$ cat src/rtl/tfc_pkg.sv
// ----------------------------------------------------------------------------
// tfc_pkg
// Shared types and constants of the three-level FIFO cache lookup.
// ----------------------------------------------------------------------------
package tfc_pkg;

  localparam int TagInW  = 32;
  localparam int LatW    = 16;
  localparam int CntW    = 32;
  localparam int LvlW    = 2;
  localparam int CfgIdxW = 8;

  // Serving level codes.
  localparam logic [LvlW-1:0] LVL_L1  = 2'd0;
  localparam logic [LvlW-1:0] LVL_L2  = 2'd1;
  localparam logic [LvlW-1:0] LVL_L3  = 2'd2;
  localparam logic [LvlW-1:0] LVL_MEM = 2'd3;

  // Configuration register indexes.
  localparam logic [CfgIdxW-1:0] CFG_L1_LAT  = 8'd0;
  localparam logic [CfgIdxW-1:0] CFG_L2_LAT  = 8'd1;
  localparam logic [CfgIdxW-1:0] CFG_L3_LAT  = 8'd2;
  localparam logic [CfgIdxW-1:0] CFG_MEM_LAT = 8'd3;

  // Latency register reset values.
  localparam logic [LatW-1:0] L1_LAT_RST  = 16'd4;
  localparam logic [LatW-1:0] L2_LAT_RST  = 16'd12;
  localparam logic [LatW-1:0] L3_LAT_RST  = 16'd40;
  localparam logic [LatW-1:0] MEM_LAT_RST = 16'd200;

  typedef struct packed {
    logic            accept;    // capture the incoming tag
    logic            scan_clr;  // restart the scan at entry zero
    logic            scan_run;  // read and compare one entry
    logic            finish;    // install, count and load the result
    logic [LvlW-1:0] level;     // level being scanned, or serving level
  } tfc_cmd_t;

  typedef struct packed {
    logic hit;       // registered entry matches the tag
    logic miss_end;  // level holds no more entries to compare
    logic out_full;  // result register cannot take a new beat
  } tfc_status_t;

endpackage

$ cat src/rtl/tfc_controller.sv
// ----------------------------------------------------------------------------
// tfc_controller
// Sequences the level scans of one request and hands the result over.
// ----------------------------------------------------------------------------
module tfc_controller import tfc_pkg::*; (
  input  logic        clk_i,
  input  logic        rst_ni,
  input  logic        req_valid_i,
  output logic        req_ready_o,
  input  tfc_status_t status_i,
  output tfc_cmd_t    cmd_o
);

  localparam logic [1:0] S_IDLE = 2'd0;
  localparam logic [1:0] S_SCAN = 2'd1;
  localparam logic [1:0] S_DONE = 2'd2;

  logic [1:0]      state_q, state_d;
  logic [LvlW-1:0] lvl_q, lvl_d;

  always_comb begin
    state_d     = state_q;
    lvl_d       = lvl_q;
    req_ready_o = 1'b0;
    cmd_o       = '0;
    cmd_o.level = lvl_q;
    unique case (state_q)
      S_IDLE: begin
        req_ready_o = 1'b1;
        if (req_valid_i) begin
          cmd_o.accept = 1'b1;
          lvl_d        = LVL_L1;
          state_d      = S_SCAN;
        end
      end
      S_SCAN: begin
        cmd_o.scan_run = 1'b1;
        if (status_i.hit) begin
          state_d = S_DONE;
        end else if (status_i.miss_end) begin
          // Past the last level the request goes to main memory.
          lvl_d          = lvl_q + LvlW'(1);
          cmd_o.scan_clr = 1'b1;
          if (lvl_q == LVL_L3) begin
            state_d = S_DONE;
          end
        end
      end
      S_DONE: begin
        if (!status_i.out_full) begin
          cmd_o.finish = 1'b1;
          state_d      = S_IDLE;
        end
      end
      default: begin
        state_d = S_IDLE;
      end
    endcase
  end

  always_ff @(posedge clk_i or negedge rst_ni) begin
    if (!rst_ni) begin
      state_q <= S_IDLE;
      lvl_q   <= LVL_L1;
    end else begin
      state_q <= state_d;
      lvl_q   <= lvl_d;
    end
  end

endmodule
$ cat config.mk
export PLATFORM = sky130hd
export DESIGN_NAME = tfc_controller
export DESIGN_NICKNAME = d
export VERILOG_FILES = /design/src/rtl/tfc_pkg.sv /design/src/rtl/tfc_controller.sv
export SDC_FILE = /design/constraint.sdc
export NUM_CORES = 1
export LEC_CHECK = 0
export BUFFER_PORTS_ARGS = -buffer_cell sky130_fd_sc_hd__clkbuf_2
export CORE_AREA = 4 4 41 43
export DETAILED_ROUTE_END_ITERATION = 12
export DIE_AREA = 0 0 45 47
export SLEW_MARGIN = 40
export SYNTH_ARGS = -nofsm -noshare
export SYNTH_HDL_FRONTEND = slang
export SYNTH_SLANG_ARGS = --single-unit
$ cat constraint.sdc
create_clock -name clk_i -period 1.4 [get_ports clk_i]
set_input_delay 0.07 -clock clk_i [delete_from_list [all_inputs] [get_ports clk_i]]
set_output_delay 0.07 -clock clk_i [all_outputs]
set_load 0.01 [all_outputs]
==> metrics.yaml, run 1 <==
clock.fmax_ghz: 0.8262
drv_cap: 0
fp.dieArea_um2: 2115
syn_area_um2: 222.7
grt-ovfl-total: 0
cts.sinks: 4
synthDistinctLibCells: 13
core_um2: 1301
slowest_stage: "dfrtp_1"
start_util_pct: 17.12
crit_family: "flip-flops"
fin_worst_skew_ns: 0.003149
arrival_ns: 1.32
slew_viol_final: 0
crit_path_max_fanout: 7
final.setup.tns_ns: 0
design_area_um2: 334.1
final_layout_size_suffix_gt1_share_pct: 45.95
relSlewSlack_pct: 84.14
hold_viol_final: 0
critPathRequiredTime_ns: 1.51
wirelength_um: 494
firstDrtPassIters: 2
ant_nets: 0
yosys-top-cells-area: "dfrtp_1 (45%), and4bb_4 (7.3%), mux2_4 (6.7%)"
yosysWarnings: 0
cts_resized: 0
cpPeakStageDelay_ns: 0.42
finalWeightedCongestion: 0.6443
dieWidth_um: 45
grt_setup_unrepaired: "false"
yosys.area.top_type: "dfrtp_1"
num-fill-cells: 158
synth.avg_cell_area_um2: 10.61
cts.htree.levels: 1
area_growth_pct: 50.00
grt_pass1_vias: 217
syn_nets: 28
finalCriticalPeriod_ns: 1.210
ioPinCount: 13
fin_crit_sh_pct: 86.45
clk_latency_ns: 0.23
setup_viol: 0
cts_tree: "built"
die_h_um: 47
antenna_found_initial: 0
port_buffers: 12
grt_max_degree: 8
worst-slew-pin-transition_ns: 0.2375
grtUsageTotal_pct: 6.186
hold_class: "input port to flop"
pwr_density_cell_nw_per_um2: 2068
vias: 204
critPathKind: "flop to flop"
hpwl_um: 447.4
synth-seq-area-share_pct: 44.94
placed_area_um2: 301.5
end_kind: "flop"
multi_input_area_um2: 111.4
first_iter_violations: 2
grt_pass1_wl_um: 855
drc: 0
cts_root_buf: "clkbuf_4"
num_rows: 13
clkTransAtPathRegs_ns: 0.04
clk_path_buf_depth: 2
outcome: "complete, no violations"
viasPerCell: 3.923
fin_nets: 46
max-vdd-ir-drop_mv: 0.3624
cp_num_buf_inv: 0
synth_seq_cells: 4
n_antenna_cell: 0
final-seq-area_um2: 100.1
start_kind: "flop"
final_util_pct: 25.67
leakage_nw: 0.1833
numCtsBuffers: 3
synth_top_area_share_pct: 44.94
wire_per_inst_um: 9.500
crit_chain: "and4bb_4 -> nor2_1 -> mux2_4"
syn_inst: 21
[area by class of cell]
class / instances / area share [%]
well taps: 15 / 5.618
flip-flops and latches: 4 / 29.96
inverters: 3 / 3.371
repair buffers: 13 / 20.97
clock buffers: 3 / 6.742
multi-input cells: 14 / 33.33
[repair_timing]
action	4_1_cts	5_1_grt
hold buffers	1	0
hold endpoints to repair	4	0
setup buffers	0	0
[logic make-up after synthesis]
| family | after synthesis | synth area share, % |
|---|---|---|
| flops | 4 | 44.95 |
| simple gates | 8 | 24.16 |
| buf+inv | 3 | 5.056 |
| fa+ha+maj | 1 | 5.617 |
| mux | 2 | 11.23 |
| compound gates | 3 | 8.989 |
[tightest hold or removal path, cell delays in order]
cell and delay, ns:
clkbuf_2 0.09, nand2_1 0.05, o22ai_1 0.07
[final timing paths]
| path | start | to | slack (ns) | cells past startpoint |
|---|---|---|---|---|
| min | status_i[0] | state_q[1]$_DFFE_PN0P_ | 0.11 | 3 |
| max in group asynchronous | rst_ni | state_q[1]$_DFFE_PN0P_ | 1.10 | 2 |
| min reg2reg | state_q[1]$_DFFE_PN0P_ | state_q[0]$_DFFE_PN0P_ | 0.53 | 1 |
| min in group asynchronous | rst_ni | lvl_q[0]$_DFFE_PN0P_ | 0.17 | 2 |
| max reg2reg | state_q[1]$_DFFE_PN0P_ | lvl_q[0]$_DFFE_PN0P_ | 0.19 | 3 |
| max | state_q[1]$_DFFE_PN0P_ | lvl_q[0]$_DFFE_PN0P_ | 0.19 | 3 |
[per-layer routing]
layer  vias to the layer above  track usage [%]  wire [um]
li1                        106                -          -
met1                        92            5.057        191
met2                         6            9.605        255
met3                         0            3.831         47
met4                         0            7.018          0
met5                         -                0          0
[synth_stat cells]
cell      number
dfrtp_1        4
o22ai_1        1
or2b_1         1
mux2i_1        1
mux2_4         1
inv_1          3
nor2_1         3
and4bb_4       1
a21oi_1        1
nand2_1        1
ha_1           1
a22o_1         1
nor3b_1        2
[layout by cell type (no fill, tap or decap)]
master / n
and4bb_4: 1
or2b_1: 1
inv_1: 3
ha_1: 1
mux2_4: 1
nor2_1: 3
clkbuf_2: 12
a21oi_1: 1
o22ai_1: 1
nor3b_1: 2
a22o_1: 1
dlygate4sd3_1: 1
nand2_1: 1
dfrtp_1: 4
mux2i_1: 1
clkbuf_4: 3
[where the power goes]
group          switching, W  internal, W  leakage (nW)
clock network     0.0000413    0.0000955        0.0138
logic              0.000149     0.000167         0.117
registers         0.0000675     0.000169        0.0521
total              0.000258     0.000432         0.183
[registers in the layout, summed over array words and instances (netlist names)]
signal	count
lvl_q	2
state_q	2
[stage by stage]
step	power [W]	setup WS, ns	instances	hold WS [ns]
floorplan	0.0004354	0.09807	21	-0.2256
global placement	0.0005583	0.1627	48	-0.1181
detailed placement	0.0005642	0.1847	48	-0.1146
CTS	0.0007125	0.1729	52	0.1026
global route	0.0007626	0.1366	52	0.1203
finish	0.0006907	0.1897	52	0.1081
(Power assumes the default switching activity.)
==> inputs of run 2 (changes only) <==
--- a/config.mk
+++ b/config.mk
@@ -9,6 +9,7 @@
 export CORE_AREA = 4 4 41 43
 export DETAILED_ROUTE_END_ITERATION = 12
 export DIE_AREA = 0 0 45 47
+export RECOVER_POWER = 100
 export SLEW_MARGIN = 40
 export SYNTH_ARGS = -nofsm -noshare
 export SYNTH_HDL_FRONTEND = slang
==> metrics.yaml, run 2 (synthesis gave the netlist of run 1 again) <==
port_buffers: 12
arrival_ns: 1.36
worst-slew-pin-transition_ns: 0.2353
numCtsBuffers: 3
wire_per_inst_um: 9.615
grt_pass1_wl_um: 855
outcome: "complete, no violations"
die_h_um: 47
fin_nets: 46
critPathKind: "flop to flop"
wl_met2_um: 249
finalCriticalPeriod_ns: 1.249
cp_num_buf_inv: 0
setup_viol: 0
first_iter_violations: 0
final_common_cell: "clkbuf_1"
antenna_found_initial: 0
cts.htree.levels: 1
ioPinCount: 13
cts.sinks: 4
fin_worst_skew_ns: 0.002704
start_util_pct: 17.12
num-fill-cells: 160
clk_latency_ns: 0.23
reg_top3: "lvl_q: 2 flops, state_q: 2 flops"
area_growth_pct: 43.82
timing.hold.ws_ns: 0.1069
critPathRequiredTime_ns: 1.51
final-seq-area_um2: 100.1
leakage_nw: 0.1560
ant_nets: 0
clk_path_buf_depth: 2
dieWidth_um: 45
relSlewSlack_pct: 84.28
max-vdd-ir-drop_mv: 0.3565
dr.max_layer_used: "met3"
grt_pass1_vias: 217
viasPerCell: 3.865
pwr_density_cell_nw_per_um2: 2044
n_antenna_cell: 0
layout_common_cells: "clkbuf_1 (8), clkbuf_2 (4), dfrtp_1 (4)"
start_kind: "flop"
num_rows: 13
hold_viol_final: 0
cpPeakStageDelay_ns: 0.42
met3_length_um: 42
m1WireLength_um: 208
clkTransAtPathRegs_ns: 0.04
crit_chain: "and4bb_4 -> nor2_1 -> mux2_1"
crit_family: "flip-flops"
crit_path_max_fanout: 7
end_kind: "flop"
cts_root_buf: "clkbuf_4"
fin_crit_sh_pct: 89.23
worstSetupStartpoint: "state_q[1]$_DFFE_PN0P_"
vias: 201
finalWeightedCongestion: 0.6443
grtUsageTotal_pct: 6.186
grt_setup_unrepaired: "false"
cts_tree: "built"
slowest_stage: "dfrtp_1"
grt_max_degree: 8
final_layout_size_suffix_gt1_share_pct: 21.62
final.setup.tns_ns: 0
grt-ovfl-total: 0
clock.fmax_ghz: 0.8005
worstHoldStart: "status_i[0]"
hold_class: "input port to flop"
drc: 0
hpwl_um: 447.4
firstDrtPassIters: 1
core_um2: 1301
r2r-start: "state_q[1]$_DFFE_PN0P_"
wirelength_um: 500
drv_cap: 0
fp.dieArea_um2: 2115
multi_input_area_um2: 107.6
slew_viol_final: 0
-- run 2: final timing paths --
check	endpoint	slack [ns]	cells after the start
worst min register to register	state_q[0]$_DFFE_PN0P_	0.53	1
worst max register to register	lvl_q[0]$_DFFE_PN0P_	0.15	3
min in group asynchronous	lvl_q[0]$_DFFE_PN0P_	0.20	2
max in group asynchronous	state_q[1]$_DFFE_PN0P_	1.01	2
worst min-delay path	state_q[1]$_DFFE_PN0P_	0.11	3
worst max-delay path	lvl_q[0]$_DFFE_PN0P_	0.15	3
-- run 2: final cells by class --
class / instances / area share, %
multi-input combinational: 14 / 33.59
tap: 15 / 5.859
inverter: 3 / 3.516
clock buffer: 3 / 7.031
timing repair buffer: 13 / 18.75
sequential: 4 / 31.25
-- run 2: repair_timing --
| action | 4_1_cts | 5_1_grt |
|---|---|---|
| setup buffers | 0 | 0 |
| resized for setup | 0 | 0 |
| hold buffers | 1 | 0 |
| hold endpoints to repair | 4 | 0 |
-- run 2: through the flow --
| stage | util (%) | cell area [um2] | total power [W] | cells | setup WS (ns) |
|---|---|---|---|---|---|
| 6_report | 24.62 | 320.3 | 0.0006547 | 52 | 0.1508 |
| 2_1_floorplan | - | 222.7 | 0.0004354 | 21 | 0.09807 |
| 3_5_place_dp | 23.17 | 301.5 | 0.0005642 | 48 | 0.1847 |
| 4_1_cts | 25.67 | 334.1 | 0.0007125 | 52 | 0.1729 |
| 3_3_place_gp | 23.17 | 301.5 | 0.0005583 | 48 | 0.1627 |
| 5_1_grt | 24.62 | 320.3 | 0.0007254 | 52 | 0.1021 |
-- run 2: worst min-delay path: stages --
cell	delay, ns
clkbuf_2	0.09
nand2_1	0.05
o22ai_1	0.07
-- run 2: routing by layer --
layer	vias to the layer above	GRT usage, %
li1	105	-
met1	90	5.057
met2	6	9.605
met3	0	3.831
met4	0	7.018
met5	-	0
-- run 2: power by group --
part	internal [W]	switching (W)	leakage, nW	total (W)
combinational	0.000132	0.000149	0.0901	0.000281
clock	0.0000955	0.0000416	0.0138	0.000137
sequential	0.000169	0.0000668	0.0521	0.000236
total	0.000397	0.000257	0.156	0.000655
